### config.mk
export PLATFORM = sky130hd
export DESIGN_NAME = checksum_frame_receiver_core
export DESIGN_NICKNAME = d
export VERILOG_FILES = /design/src/hdl/cfr_pkg.sv /design/src/hdl/checksum_frame_receiver_core.sv /design/src/hdl/cfr_ram.sv /design/src/hdl/cfr_parse.sv /design/src/hdl/cfr_drain.sv
export VERILOG_INCLUDE_DIRS = /design/src /design/src/hdl
export SDC_FILE = /design/constraint.sdc
export NUM_CORES = 1
export LEC_CHECK = 0
export BUFFER_PORTS_ARGS = -buffer_cell sky130_fd_sc_hd__buf_4
export CAP_MARGIN = 20
export CELL_PAD_IN_SITES_DETAIL_PLACEMENT = 1
export CELL_PAD_IN_SITES_GLOBAL_PLACEMENT = 1
export CORE_MARGIN = 4
export CORE_UTILIZATION = 40
export DETAILED_ROUTE_END_ITERATION = 10
export PLACE_DENSITY_LB_ADDON = 0.1
export REMOVE_ABC_BUFFERS = 1
export SLEW_MARGIN = 20
export SYNTH_ARGS = -nofsm -noshare
export SYNTH_HDL_FRONTEND = slang
export SYNTH_SLANG_ARGS = --single-unit
### constraint.sdc
create_clock -name clk -period 8.2 [get_ports clk]
set_clock_uncertainty 0.2 [all_clocks]
set_input_delay 1.64 -clock clk [delete_from_list [all_inputs] [get_ports clk]]
set_output_delay 1.64 -clock clk [all_outputs]
set_load 0.005 [all_outputs]
### src/hdl/checksum_frame_receiver_core_defines.svh
// Assertion macros shared by the checksum frame receiver RTL.
`ifndef CHECKSUM_FRAME_RECEIVER_CORE_DEFINES_SVH
`define CHECKSUM_FRAME_RECEIVER_CORE_DEFINES_SVH

// Same-cycle implication, checked on every rising edge outside reset.
`define CFR_ASSERT_IMPL(label, ante, cons) \
    label: assert property (@(posedge clk) disable iff (!rst_n) (ante) |-> (cons)) \
        else $error("checksum frame receiver assertion failed");

// Next-cycle implication, checked on every rising edge outside reset.
`define CFR_ASSERT_NEXT(label, ante, cons) \
    label: assert property (@(posedge clk) disable iff (!rst_n) (ante) |=> (cons)) \
        else $error("checksum frame receiver assertion failed");

`endif

### src/hdl/cfr_pkg.sv
// Shared constants and types of the checksum frame receiver.
package cfr_pkg;

    localparam int MAX_PAYLOAD = 64;
    localparam int ADDR_W      = $clog2(MAX_PAYLOAD);
    localparam int LEN_W       = $clog2(MAX_PAYLOAD + 1);
    localparam int CFG_IDX_W   = 3;
    localparam int CFG_DATA_W  = 16;

    typedef enum logic [CFG_IDX_W-1:0] {
        CFG_FIRST_HEADER    = 3'd0,
        CFG_SECOND_HEADER   = 3'd1,
        CFG_TAIL_BYTE       = 3'd2,
        CFG_HEADER_TIMEOUT  = 3'd3,
        CFG_PAYLOAD_TIMEOUT = 3'd4
    } cfg_index_t;

    typedef struct packed {
        logic [7:0]  first_header;
        logic [7:0]  second_header;
        logic [7:0]  tail_byte;
        logic [15:0] header_timeout;
        logic [15:0] payload_timeout;
    } cfg_t;

    typedef struct packed {
        logic             valid;
        logic [7:0]       command;
        logic [LEN_W-1:0] length;
    } frame_start_t;

endpackage

### src/hdl/checksum_frame_receiver_core.sv
// Top level of the checksum frame receiver: configuration registers, parser, store and drain.
//
// Input channel: in_valid/in_stall carry one beat per item, either a received byte
// (operation 0, rx_byte) or one timer tick (operation 1). While no frame is being
// delivered the block takes one beat per cycle.
// Output channel: out_valid/out_stall carry one result beat per payload byte of a good
// frame (command, payload_length, byte_index, data_byte, last), or a single beat with
// data_byte 0 for an empty frame.
// The first result appears in the cycle after the tail byte's beat is accepted, and the
// results follow one per cycle while out_stall stays low. Delivery of a frame is paced
// by the single read port of the payload store; in_stall is high for that whole run
// and the next input beat is taken in the cycle after the last result beat.
// When the receiver holds out_stall, the current result beat stays on the port
// unchanged and the store is not read again until the beat is taken.
// Configuration: cfg_write with cfg_index and cfg_data writes one register per cycle.
// Reset (rst_n low, asynchronous) returns the parser to header hunting, empties the
// output and restores the register defaults; the payload store is not cleared.
module checksum_frame_receiver_core (
    input  logic                          clk,
    input  logic                          rst_n,
    input  logic                          in_valid,
    output logic                          in_stall,
    input  logic                          operation,
    input  logic [7:0]                    rx_byte,
    input  logic                          cfg_write,
    input  logic [cfr_pkg::CFG_IDX_W-1:0] cfg_index,
    input  logic [cfr_pkg::CFG_DATA_W-1:0] cfg_data,
    output logic                          out_valid,
    input  logic                          out_stall,
    output logic [7:0]                    command,
    output logic [cfr_pkg::LEN_W-1:0]     payload_length,
    output logic [cfr_pkg::ADDR_W-1:0]    byte_index,
    output logic [7:0]                    data_byte,
    output logic                          last
);

    `include "checksum_frame_receiver_core_defines.svh"

    cfr_pkg::cfg_t              cfg_reg;
    cfr_pkg::frame_start_t      start;
    logic                       in_accept;
    logic                       busy;
    logic                       wr_en;
    logic [cfr_pkg::ADDR_W-1:0] wr_addr;
    logic [7:0]                 wr_data;
    logic                       rd_en;
    logic [cfr_pkg::ADDR_W-1:0] rd_addr;
    logic [7:0]                 rd_data;

    always_ff @(posedge clk or negedge rst_n)
    begin
        if (!rst_n)
        begin
            cfg_reg.first_header    <= 8'd170;
            cfg_reg.second_header   <= 8'd85;
            cfg_reg.tail_byte       <= 8'd13;
            cfg_reg.header_timeout  <= 16'd10;
            cfg_reg.payload_timeout <= 16'd20;
        end
        else if (cfg_write)
        begin
            case (cfg_index)
                cfr_pkg::CFG_FIRST_HEADER:    cfg_reg.first_header    <= cfg_data[7:0];
                cfr_pkg::CFG_SECOND_HEADER:   cfg_reg.second_header   <= cfg_data[7:0];
                cfr_pkg::CFG_TAIL_BYTE:       cfg_reg.tail_byte       <= cfg_data[7:0];
                cfr_pkg::CFG_HEADER_TIMEOUT:  cfg_reg.header_timeout  <= cfg_data;
                cfr_pkg::CFG_PAYLOAD_TIMEOUT: cfg_reg.payload_timeout <= cfg_data;
                default:
                begin
                end
            endcase
        end
    end

    // Input is held off while a frame drains, so store writes and reads never overlap.
    assign in_stall  = busy;
    assign in_accept = in_valid && !in_stall;

    cfr_parse u_parse (
        .clk       (clk),
        .rst_n     (rst_n),
        .in_accept (in_accept),
        .operation (operation),
        .rx_byte   (rx_byte),
        .cfg       (cfg_reg),
        .wr_en     (wr_en),
        .wr_addr   (wr_addr),
        .wr_data   (wr_data),
        .start     (start)
    );

    cfr_ram #(
        .WIDTH (8),
        .DEPTH (cfr_pkg::MAX_PAYLOAD)
    ) u_store (
        .clk     (clk),
        .wr_en   (wr_en),
        .wr_addr (wr_addr),
        .wr_data (wr_data),
        .rd_en   (rd_en),
        .rd_addr (rd_addr),
        .rd_data (rd_data)
    );

    cfr_drain u_drain (
        .clk            (clk),
        .rst_n          (rst_n),
        .start          (start),
        .out_stall      (out_stall),
        .rd_data        (rd_data),
        .rd_en          (rd_en),
        .rd_addr        (rd_addr),
        .busy           (busy),
        .out_valid      (out_valid),
        .command        (command),
        .payload_length (payload_length),
        .byte_index     (byte_index),
        .data_byte      (data_byte),
        .last           (last)
    );

    `CFR_ASSERT_IMPL(a_no_input_while_draining, out_valid, in_stall)
    `CFR_ASSERT_NEXT(a_index_advances, out_valid && !last && !out_stall,
        out_valid && byte_index == cfr_pkg::ADDR_W'($past(byte_index) + 1'b1))
    `CFR_ASSERT_NEXT(a_run_ends_on_last, out_valid && last && !out_stall, !out_valid)
    `CFR_ASSERT_IMPL(a_no_store_write_while_draining, busy, !wr_en)

endmodule

### src/hdl/cfr_ram.sv
// Generic single-port-write, single-port-read RAM with registered read data.
module cfr_ram #(
    parameter int WIDTH = 8,
    parameter int DEPTH = 64
) (
    input  logic                     clk,
    input  logic                     wr_en,
    input  logic [$clog2(DEPTH)-1:0] wr_addr,
    input  logic [WIDTH-1:0]         wr_data,
    input  logic                     rd_en,
    input  logic [$clog2(DEPTH)-1:0] rd_addr,
    output logic [WIDTH-1:0]         rd_data
);

    logic [WIDTH-1:0] mem [DEPTH];

    always_ff @(posedge clk)
    begin
        if (wr_en)
        begin
            mem[wr_addr] <= wr_data;
        end
        if (rd_en)
        begin
            rd_data <= mem[rd_addr];
        end
    end

endmodule

### src/hdl/cfr_parse.sv
// Frame parser: hunts for the header, checks the frame and writes payload bytes to the store.
module cfr_parse (
    input  logic                      clk,
    input  logic                      rst_n,
    input  logic                      in_accept,
    input  logic                      operation,
    input  logic [7:0]                rx_byte,
    input  cfr_pkg::cfg_t             cfg,
    output logic                      wr_en,
    output logic [cfr_pkg::ADDR_W-1:0] wr_addr,
    output logic [7:0]                wr_data,
    output cfr_pkg::frame_start_t     start
);

    typedef enum logic [4:0] {
        PH_HUNT   = 5'b00001,
        PH_HEADER = 5'b00010,
        PH_DATA   = 5'b00100,
        PH_SUM    = 5'b01000,
        PH_TAIL   = 5'b10000
    } phase_t;

    phase_t                      phase_reg, phase_next;
    logic [cfr_pkg::LEN_W-1:0]   count_reg, count_next;
    logic [7:0]                  command_reg, command_next;
    logic [cfr_pkg::LEN_W-1:0]   length_reg, length_next;
    logic [7:0]                  sum_reg, sum_next;
    logic                        header_ok_reg, header_ok_next;
    logic [7:0]                  rx_sum_reg, rx_sum_next;
    logic [15:0]                 tick_reg, tick_next;
    logic [15:0]                 limit;
    logic [cfr_pkg::LEN_W-1:0]   count_inc;

    assign limit     = (phase_reg == PH_HEADER) ? cfg.header_timeout : cfg.payload_timeout;
    assign count_inc = count_reg + cfr_pkg::LEN_W'(1);
    assign wr_addr   = count_reg[cfr_pkg::ADDR_W-1:0];
    assign wr_data   = rx_byte;

    always_comb
    begin
        phase_next     = phase_reg;
        count_next     = count_reg;
        command_next   = command_reg;
        length_next    = length_reg;
        sum_next       = sum_reg;
        header_ok_next = header_ok_reg;
        rx_sum_next    = rx_sum_reg;
        tick_next      = tick_reg;
        wr_en          = 1'b0;
        start.valid    = 1'b0;
        start.command  = command_reg;
        start.length   = length_reg;

        if (in_accept && operation)
        begin
            // A tick only matters while a frame is in progress.
            if (phase_reg != PH_HUNT)
            begin
                if (tick_reg >= limit)
                begin
                    phase_next = PH_HUNT;
                    count_next = '0;
                    tick_next  = '0;
                end
                else
                begin
                    tick_next = tick_reg + 16'd1;
                end
            end
        end
        else if (in_accept)
        begin
            case (phase_reg)
                PH_HUNT:
                begin
                    if (rx_byte == cfg.first_header)
                    begin
                        phase_next     = PH_HEADER;
                        count_next     = '0;
                        tick_next      = '0;
                        sum_next       = rx_byte;
                        header_ok_next = 1'b0;
                    end
                end
                PH_HEADER:
                begin
                    sum_next = sum_reg + rx_byte;
                    if (count_reg == cfr_pkg::LEN_W'(0))
                    begin
                        header_ok_next = (rx_byte == cfg.second_header);
                        count_next     = cfr_pkg::LEN_W'(1);
                    end
                    else if (count_reg == cfr_pkg::LEN_W'(1))
                    begin
                        command_next = rx_byte;
                        count_next   = cfr_pkg::LEN_W'(2);
                    end
                    else if (!header_ok_reg || rx_byte > 8'(cfr_pkg::MAX_PAYLOAD))
                    begin
                        phase_next = PH_HUNT;
                        count_next = '0;
                        tick_next  = '0;
                    end
                    else
                    begin
                        length_next = rx_byte[cfr_pkg::LEN_W-1:0];
                        count_next  = '0;
                        tick_next   = '0;
                        phase_next  = (rx_byte == 8'd0) ? PH_SUM : PH_DATA;
                    end
                end
                PH_DATA:
                begin
                    wr_en      = 1'b1;
                    sum_next   = sum_reg + rx_byte;
                    count_next = count_inc;
                    if (count_inc >= length_reg)
                    begin
                        phase_next = PH_SUM;
                    end
                end
                PH_SUM:
                begin
                    rx_sum_next = rx_byte;
                    phase_next  = PH_TAIL;
                end
                PH_TAIL:
                begin
                    start.valid = (rx_sum_reg == sum_reg) && (rx_byte == cfg.tail_byte);
                    phase_next  = PH_HUNT;
                    count_next  = '0;
                    tick_next   = '0;
                end
                default:
                begin
                    phase_next = PH_HUNT;
                    count_next = '0;
                    tick_next  = '0;
                end
            endcase
        end
    end

    always_ff @(posedge clk or negedge rst_n)
    begin
        if (!rst_n)
        begin
            phase_reg     <= PH_HUNT;
            count_reg     <= '0;
            command_reg   <= '0;
            length_reg    <= '0;
            sum_reg       <= '0;
            header_ok_reg <= 1'b0;
            rx_sum_reg    <= '0;
            tick_reg      <= '0;
        end
        else
        begin
            phase_reg     <= phase_next;
            count_reg     <= count_next;
            command_reg   <= command_next;
            length_reg    <= length_next;
            sum_reg       <= sum_next;
            header_ok_reg <= header_ok_next;
            rx_sum_reg    <= rx_sum_next;
            tick_reg      <= tick_next;
        end
    end

endmodule

### src/hdl/cfr_drain.sv
// Frame drain: reads a good frame's payload from the store, one beat per cycle unless stalled.
module cfr_drain (
    input  logic                       clk,
    input  logic                       rst_n,
    input  cfr_pkg::frame_start_t      start,
    input  logic                       out_stall,
    input  logic [7:0]                 rd_data,
    output logic                       rd_en,
    output logic [cfr_pkg::ADDR_W-1:0] rd_addr,
    output logic                       busy,
    output logic                       out_valid,
    output logic [7:0]                 command,
    output logic [cfr_pkg::LEN_W-1:0]  payload_length,
    output logic [cfr_pkg::ADDR_W-1:0] byte_index,
    output logic [7:0]                 data_byte,
    output logic                       last
);

    typedef enum logic [1:0] {
        D_IDLE = 2'b01,
        D_SHOW = 2'b10
    } drain_state_t;

    drain_state_t                state_reg, state_next;
    logic [cfr_pkg::ADDR_W-1:0]  index_reg, index_next;
    logic [7:0]                  command_reg, command_next;
    logic [cfr_pkg::LEN_W-1:0]   length_reg, length_next;
    logic                        out_accept;
    logic                        is_last;

    assign out_accept = (state_reg == D_SHOW) && !out_stall;
    assign is_last    = (length_reg == '0) ||
                        (cfr_pkg::LEN_W'(index_reg) + cfr_pkg::LEN_W'(1) == length_reg);

    always_comb
    begin
        state_next   = state_reg;
        index_next   = index_reg;
        command_next = command_reg;
        length_next  = length_reg;
        rd_en        = 1'b0;
        rd_addr      = '0;
        case (state_reg)
            D_IDLE:
            begin
                if (start.valid)
                begin
                    rd_en        = 1'b1;
                    index_next   = '0;
                    command_next = start.command;
                    length_next  = start.length;
                    state_next   = D_SHOW;
                end
            end
            D_SHOW:
            begin
                if (out_accept)
                begin
                    if (is_last)
                    begin
                        state_next = D_IDLE;
                    end
                    else
                    begin
                        // Fetch the next byte now so it is on the output right after this beat.
                        rd_en      = 1'b1;
                        rd_addr    = index_reg + cfr_pkg::ADDR_W'(1);
                        index_next = index_reg + cfr_pkg::ADDR_W'(1);
                    end
                end
            end
            default:
            begin
                state_next = D_IDLE;
            end
        endcase
    end

    always_ff @(posedge clk or negedge rst_n)
    begin
        if (!rst_n)
        begin
            state_reg   <= D_IDLE;
            index_reg   <= '0;
            command_reg <= '0;
            length_reg  <= '0;
        end
        else
        begin
            state_reg   <= state_next;
            index_reg   <= index_next;
            command_reg <= command_next;
            length_reg  <= length_next;
        end
    end

    assign busy           = (state_reg != D_IDLE);
    assign out_valid      = (state_reg == D_SHOW);
    assign command        = command_reg;
    assign payload_length = length_reg;
    assign byte_index     = index_reg;
    assign data_byte      = (length_reg == '0) ? 8'd0 : rd_data;
    assign last           = is_last;

endmodule

==> out/qor.csv, run 1 <==
stage,metric,value,unit
pwr,Final Total Pwr,7.80,mW
pwr,PwrDens,243,nW/um^2
clock_tree,Worst-path clk slew,60,ps
placed_design,GPL Wtd Cong,0.827,
setup_path,Arrival @ worst endpoint,3940,ps
clock_tree,CTS root buf,clkbuf_16,
pwr,LEAKAGE,11.1,nW
timing,PnR worst setup slack,2420,ps
synth,Mapped Area,28200,um^2
clock_tree,# resized after CTS,0,
final_layout,fraction of layout cells with a size suffix above 1,20.5,%
final_layout,register area,19100,um^2
timing,final max-slew violation count,0,
clock_tree,CTS buffer count,75,
timing,RSZ-0062 raised after global routing,false,
synth,asr flop ratio synth,21.1,%
routing,remaining antenna violation count,0,
routing,Vias/cell,5.65,
synth,synth warn,0,
floorplan,Core Region,69900,um^2
final_layout,max reg flops,512,
timing,crit path time final,5780,ps
synth,"Seq/Total Area, Yosys",67.9,%
timing,WHS,276,ps
routing,DRC Markers,0,
clock_tree,clock sinks,659,
setup_path,R2R setup slack,3080,ps
final_layout,Multi-input gate area,8570,um^2
synth,Synth top area share,55.5,%
timing,Sum Neg Setup Slack,0,ps
synth,number of enable flip-flop cells after synthesis,520,
timing,Worst slew margin,26.1,%
min_path,Hold Crit Class,reg2reg,
clock_tree,Post-CTS Setup Repair Bufs,0,
final_layout,synth-to-layout area growth,14.2,%
placed_design,dpl ws,2730,ps
setup_path,Top delay family on crit path,flip-flops,
routing,drt first pass iters,5,
routing,via count,17100,
setup_path,startpoint types,flip-flop,
floorplan,starting density of the core,40.3,%
placed_design,PortBufs,64,
grt,gr ovfl total,0,
synth,Synth cell types,79,
synth,synthesized instance count,1952,
setup_path,worst path cell trace,ha_2 > xnor2_4 > buf_4 > xnor2_1 > a2111oi_4 > nand2_1 > nand2_1 > buf_4,
floorplan,# rows,97,
run,max cap viols,0,
clock_tree,CTS tree,yes,
setup_path,Worst path max stage delay,910,ps
clock_tree,Longest Clk Path Bufs,3,
setup_path,"critical path fanouts, max",47,
grt,vias in the first global route,18200,
final_layout,Util after Layout,46.0,%
timing,Max Freq,173,MHz
floorplan,IO Pins,65,
grt,largest net degree at the start of global routing,76,
setup_path,CP max stage cell,dfrtp_4,
grt,first-pass GRT wire length,122,mm
clock_tree,Post-CTS Hold Fix Bufs,0,
setup_path,buffer and inverter count on the worst path,2,
synth,"top cells by area, synth","edfxtp_1 (55%), dfrtp_1 (11%), mux2_2 (4.4%)",
timing,setup violators final,0,
synth,most frequent cell after synthesis,edfxtp_1,
synth,syn avg cell area,14.4,um^2
setup_path,Crit path required time,6360,ps
routing,final WL,81.2,mm
run_status,status,"complete, no violations",
final_layout,Layout fillers,6986,
routing,Initial DRC Count,1640,
grt,GRT Overall Usage,22.0,%
final_layout,Layout Nets,2096,
grt,initial antenna violation count,3,
synth,post-synthesis register bit count,659,
floorplan,Die Wd,273,um
placed_design,post-DP HPWL,51.8,mm
setup_path,crit path kind,reg2out,
floorplan,Die Span Y,273,um
clock_tree,clk_lat worst skew,630,ps
synth,Main synth FF type,edfxtp_1,
routing,Avg WL per Cell,26.9,um
clock_tree,H-tree lvl count,3,
pwr,VDD IR max,0.000161,V
floorplan,Die Footprint,74700,um^2
synth,most frequent cells after synthesis,"edfxtp_1 (520), nor2_1 (159), nand2_1 (128)",
timing,worst-margin pin slew,1100,ps
timing,period utilization,70.5,%
setup_path,Setup crit end kind,output pin,
timing,Final Hold Fails,0,
synth,cell accounting for the most synthesized area,edfxtp_1,
## where the power goes
group	switching, mW	internal [mW]	total [mW]
logic	0.383	0.285	0.668
clock network	1.41	1.92	3.33
registers	0.0796	3.72	3.80
## placed cells by master, fill, tap and decap left out, drive strengths merged, types with 10 or more instances in the layout
cell	instances
a211oi	11
a21o	15
a21oi	106
a31oi	22
and2	16
and3	10
buf	102
clkbuf	89
clkinv	26
dfrtp	122
dfstp	17
edfxtp	520
ha	37
inv	28
mux2	111
mux2i	45
mux4	47
nand2	129
nand2b	16
nand3	36
nand4	24
nor2	160
nor3	47
nor4	12
o21ai	87
o221ai	18
o22ai	53
xnor2	30
xor2	37
## final timing paths
path                                         from                      to  cells after the start
min                        u_parse.command_reg[1]  u_parse.command_reg[1]                      2
min in group asynchronous                   rst_n      u_parse.sum_reg[1]                      1
max reg2reg                 u_drain.byte_index[0]      u_store.rd_data[3]                     12
min reg2reg                u_parse.command_reg[1]  u_parse.command_reg[1]                      2
max in group asynchronous                   rst_n              cfg_reg[4]                      3
max                         u_drain.byte_index[0]                    last                      8
## metal layers
| layer | up-vias | wire length [um] | track usage, % |
|---|---|---|---|
| met5 | - | 0 | 0 |
| li1 | 7630 | - | - |
| met2 | 399 | 40200 | 36.6 |
| met4 | 0 | 2070 | 6.78 |
| met1 | 8938 | 34800 | 29.8 |
| met3 | 112 | 4110 | 3.52 |
## cells by family (layout without fill, tap and decap cells)
family          after synthesis  count (layout)  synth area share [%]
buf+inv                     129             258                  1.98
compound gates              368             368                  8.16
mux                         203             203                  9.80
simple gates                487             487                  8.23
flops                       659             659                  67.9
fa+ha+maj                    38              38                  1.72
other cells                   0               2                     0
xor+xnor                     68              68                  2.23
## through the flow
stage	instances	instance area, um^2
finish	3023	32200
CTS	3020	32100
detailed placement	2887	29700
floorplan	1846	27700
global placement	2887	29700
global route	3021	32200
## cell type report
cell class                 instances  area share, %
sequential                       659           59.4
multi-input combinational       1164           26.6
clock buffer                      89           6.12
tap                              940           3.66
timing repair buffer             102           2.47
clock inverter                    44           1.41
inverter                          23          0.268
antenna                            2         0.0156
## worst reg2reg max path: stages (launching register included)
cell and delay (ps):
dfrtp_4 910, ha_2 470, xnor2_4 130, buf_4 460
xnor2_1 260, a2111oi_4 130, a21oi_2 310, buf_4 320
nand2_1 500, o22ai_1 310, o21ai_0 110, o211ai_1 540
nand4_1 170
Power figures use the tool's default switching activity.
==> run 2, diff against run 1 <==
--- a/config.mk
+++ b/config.mk
@@ -6,6 +6,7 @@
 export SDC_FILE = /design/constraint.sdc
 export NUM_CORES = 1
 export LEC_CHECK = 0
+export ABC_AREA = 1
 export BUFFER_PORTS_ARGS = -buffer_cell sky130_fd_sc_hd__buf_4
 export CAP_MARGIN = 20
 export CELL_PAD_IN_SITES_DETAIL_PLACEMENT = 1
==> constraint.sdc (replaced) <==
create_clock -name clk -period 5.4 [get_ports clk]
set_clock_uncertainty 0.2 [all_clocks]
set_input_delay 1.08 -clock clk [delete_from_list [all_inputs] [get_ports clk]]
set_output_delay 1.08 -clock clk [all_outputs]
set_load 0.005 [all_outputs]
==> out/qor.csv, run 2 <==
stage,metric,value,unit,change
setup_path,Crit path required time,5580,ps,-780 ps
synth,Synth top area share,51.4,%,-4.1 points
grt,vias in the first global route,23100,,+27%
clock_tree,Longest Clk Path Bufs,3,,unchanged
floorplan,# rows,100,,+3.1%
placed_design,GPL Wtd Cong,0.825,,-0.31%
synth,synth warn,0,,unchanged
pwr,LEAKAGE,13.9,nW,+26%
final_layout,Layout Nets,3080,,+47%
floorplan,IO Pins,65,,unchanged
synth,syn avg cell area,10.3,um^2,-29%
clock_tree,# resized after CTS,0,,unchanged
setup_path,Worst Reg-to-Reg Cells,20,,+8
floorplan,Die Wd,284,um,+3.8%
floorplan,starting density of the core,40.6,%,+0.35 points
clock_tree,clk_lat worst skew,620,ps,about the same
min_path,WHS Endpoint,cfg_reg[30],,
timing,Max Freq,237,MHz,
final_layout,"commonest cells after routing, fill and taps aside","edfxtp_1 (520), nand3_1 (485), nand2_1 (425), inv_1 (391), nor2_1 (240)",,
clock_tree,H-tree lvl count,3,,unchanged
grt,largest net degree at the start of global routing,164,,+120%
clock_tree,CTS tree,yes,,
final_layout,"commonest non-fill, non-tap cell in the layout",edfxtp_1,,
setup_path,Setup crit end kind,flip-flop,,
min_path,hold wc startpoint,cfg_reg[30],,
floorplan,Core Region,74800,um^2,+7.0%
floorplan,Die Footprint,80500,um^2,+7.7%
setup_path,crit path kind,reg2reg,,
routing,Avg WL per Cell,23.5,um,-13%
setup_path,"most used cell, CP",nand3_1,,
placed_design,post-DP HPWL,59.3,mm,+14%
final_layout,fraction of layout cells with a size suffix above 1,11.5,%,-9.0 points
timing,period utilization,78.1,%,
clock_tree,Worst-path clk slew,60,ps,about the same
timing,final max-slew violation count,0,,unchanged
setup_path,CP Launch Point,u_drain.byte_index[0],,
routing,remaining antenna violation count,0,,unchanged
final_layout,max reg flops,512,,unchanged
clock_tree,Post-CTS Hold Fix Bufs,0,,unchanged
clock_tree,Post-CTS Setup Repair Bufs,0,,unchanged
setup_path,"critical path fanouts, max",97,,+110%
synth,most frequent cells after synthesis,"edfxtp_1 (520), nand3_1 (487), nand2_1 (425)",,
run,max cap viols,0,,unchanged
routing,Initial DRC Count,1677,,+2.3%
pwr,PwrDens,341,nW/um^2,+40%
synth,cell accounting for the most synthesized area,edfxtp_1,,
placed_design,PortBufs,64,,unchanged
routing,DRC Markers,0,,unchanged
setup_path,worst path cell trace,ha_1 > nand2_2 > nor2_2 > inv_2 > nand2_1 > nand2_1 > nand2_1 > nor2_2 > nand3_4 > nand2_4 > nor2_8 > buf_12 > buf_12 > nand3b_1 > nand3_1 > nand3_1 > nand3_1 > nand3_1 > nand3_1 > nand2_1,,
grt,GRT Overall Usage,23.3,%,+1.3 points
clock_tree,clock sinks,659,,unchanged
setup_path,R2R setup slack,1180,ps,-1900 ps
grt,gr ovfl total,0,,unchanged
synth,asr flop ratio synth,21.1,%,unchanged
setup_path,CP max stage cell,dfrtp_1,,
timing,crit path time final,4220,ps,
synth,Synth cell types,53,,-33%
synth,synthesized instance count,2950,,+51%
final_layout,Layout fillers,8241,,+18%
final_layout,synth-to-layout area growth,13.0,%,
setup_path,r2r endpoint,u_store.rd_data[0],,
pwr,VDD IR max,0.000210,V,+31%
routing,drt first pass iters,5,,unchanged
routing,final WL,94.8,mm,+17%
min_path,Hold Crit Class,reg2reg,,
synth,number of enable flip-flop cells after synthesis,520,,unchanged
placed_design,dpl ws,1080,ps,-1650 ps
timing,WHS,284,ps,+7.61 ps
grt,first-pass GRT wire length,145,mm,+19%
setup_path,Arrival @ worst endpoint,4400,ps,+460 ps
synth,"top cells by area, synth","edfxtp_1 (51%), dfrtp_1 (10%), nand3_1 (8.0%)",,
timing,RSZ-0062 raised after global routing,false,,
synth,"Seq/Total Area, Yosys",62.9,%,-5.0 points
synth,Mapped Area,30400,um^2,+7.9%
setup_path,Worst path max stage delay,530,ps,-380 ps
timing,setup violators final,0,,unchanged
routing,Vias/cell,5.42,,-4.0%
timing,worst-margin pin slew,1010,ps,-94.4 ps
timing,PnR worst setup slack,1180,ps,-1230 ps
min_path,Hold Path Cell Cnt,2,,unchanged
final_layout,Inserted Diodes,0,,-2
synth,most frequent cell after synthesis,edfxtp_1,,
synth,post-synthesis register bit count,659,,unchanged
pwr,Final Total Pwr,11.7,mW,+50%
routing,via count,21900,,+28%
timing,Worst slew margin,32.7,%,+6.6 points
synth,Main synth FF type,edfxtp_1,,
grt,initial antenna violation count,3,,unchanged
clock_tree,CTS buffer count,75,,unchanged
clock_tree,CTS root buf,clkbuf_16,,
run_status,status,"complete, no violations",,
setup_path,worst r2r src,u_drain.byte_index[0],,
timing,Final Hold Fails,0,,unchanged
setup_path,startpoint types,flip-flop,,
floorplan,Die Span Y,284,um,+3.8%
==> run 2: changes by cell type in the layout (fill, tap and decap cells not counted), moves of 57 or more <==
cell,before,now
a21oi_1,104,25
inv_1,21,391
mux2_2,111,9
nand2_1,128,425
nand3_1,33,485
nand3b_1,2,67
nor2_1,158,240
o21ai_0,84,195
or2_2,3,60
==> run 2: worst max-delay path by stage <==
stage | to | slack, ps
finish | u_store.rd_data[0] | 1180
global route | u_parse.count_reg[4] | 790
CTS | u_parse.count_reg[4] | 1120
detailed placement | u_parse.tick_reg[13] | 1080
global placement | u_store.rd_data[0] | 1120
floorplan | u_store.rd_data[0] | -1290
==> run 2: area by class of cell <==
class	count	area, um^2	area share [%]
inverter	402	1520	4.42
tap	969	1210	3.53
sequential	659	19100	55.7
timing repair buffer	129	1060	3.08
multi-input combinational	1742	9040	26.3
clock inverter	42	387	1.13
clock buffer	98	2010	5.86
==> run 2: critical path, delay by kind of cell, from the launching register on <==
family / cells / cell delay, ps
and+or+nand+nor: 16 / 1990
adders and majority gates: 1 / 260
DFF: 1 / 530
buffers and inverters: 3 / 790
==> run 2: metrics by stage <==
step	setup TNS, ps	cells	instance area (um^2)	utilization, %
3_3_place_gp	0	3900	31900	42.6
2_1_floorplan	-10310	2803	29600	-
5_1_grt	0	4041	34300	45.9
4_1_cts	0	4040	34300	45.8
3_5_place_dp	0	3900	31900	42.6
6_report	0	4041	34300	45.9
==> run 2: metal layers <==
metal | vias to the layer above | track usage, % | wire [um]
li1 | 10100 | - | -
met3 | 116 | 3.11 | 4430
met5 | - | 0 | 10
met1 | 11200 | 32.4 | 42900
met4 | 2 | 5.75 | 1800
met2 | 505 | 38.9 | 45600
==> run 2: power breakdown <==
group / total, mW / switching (mW) / leakage, nW / internal, mW
combinational: 0.907 / 0.612 / 6.31 / 0.295
sequential: 5.75 / 0.107 / 6.46 / 5.64
clock: 5.04 / 2.11 / 1.17 / 2.93
==> run 2: cells by family after synthesis <==
family,count (synthesis),synth area share [%]
simple gates,1357,20.9
flops,659,62.9
buf+inv,549,7.43
compound gates,290,5.37
fa+ha+maj,38,1.59
xor+xnor,33,0.951
mux,24,0.827
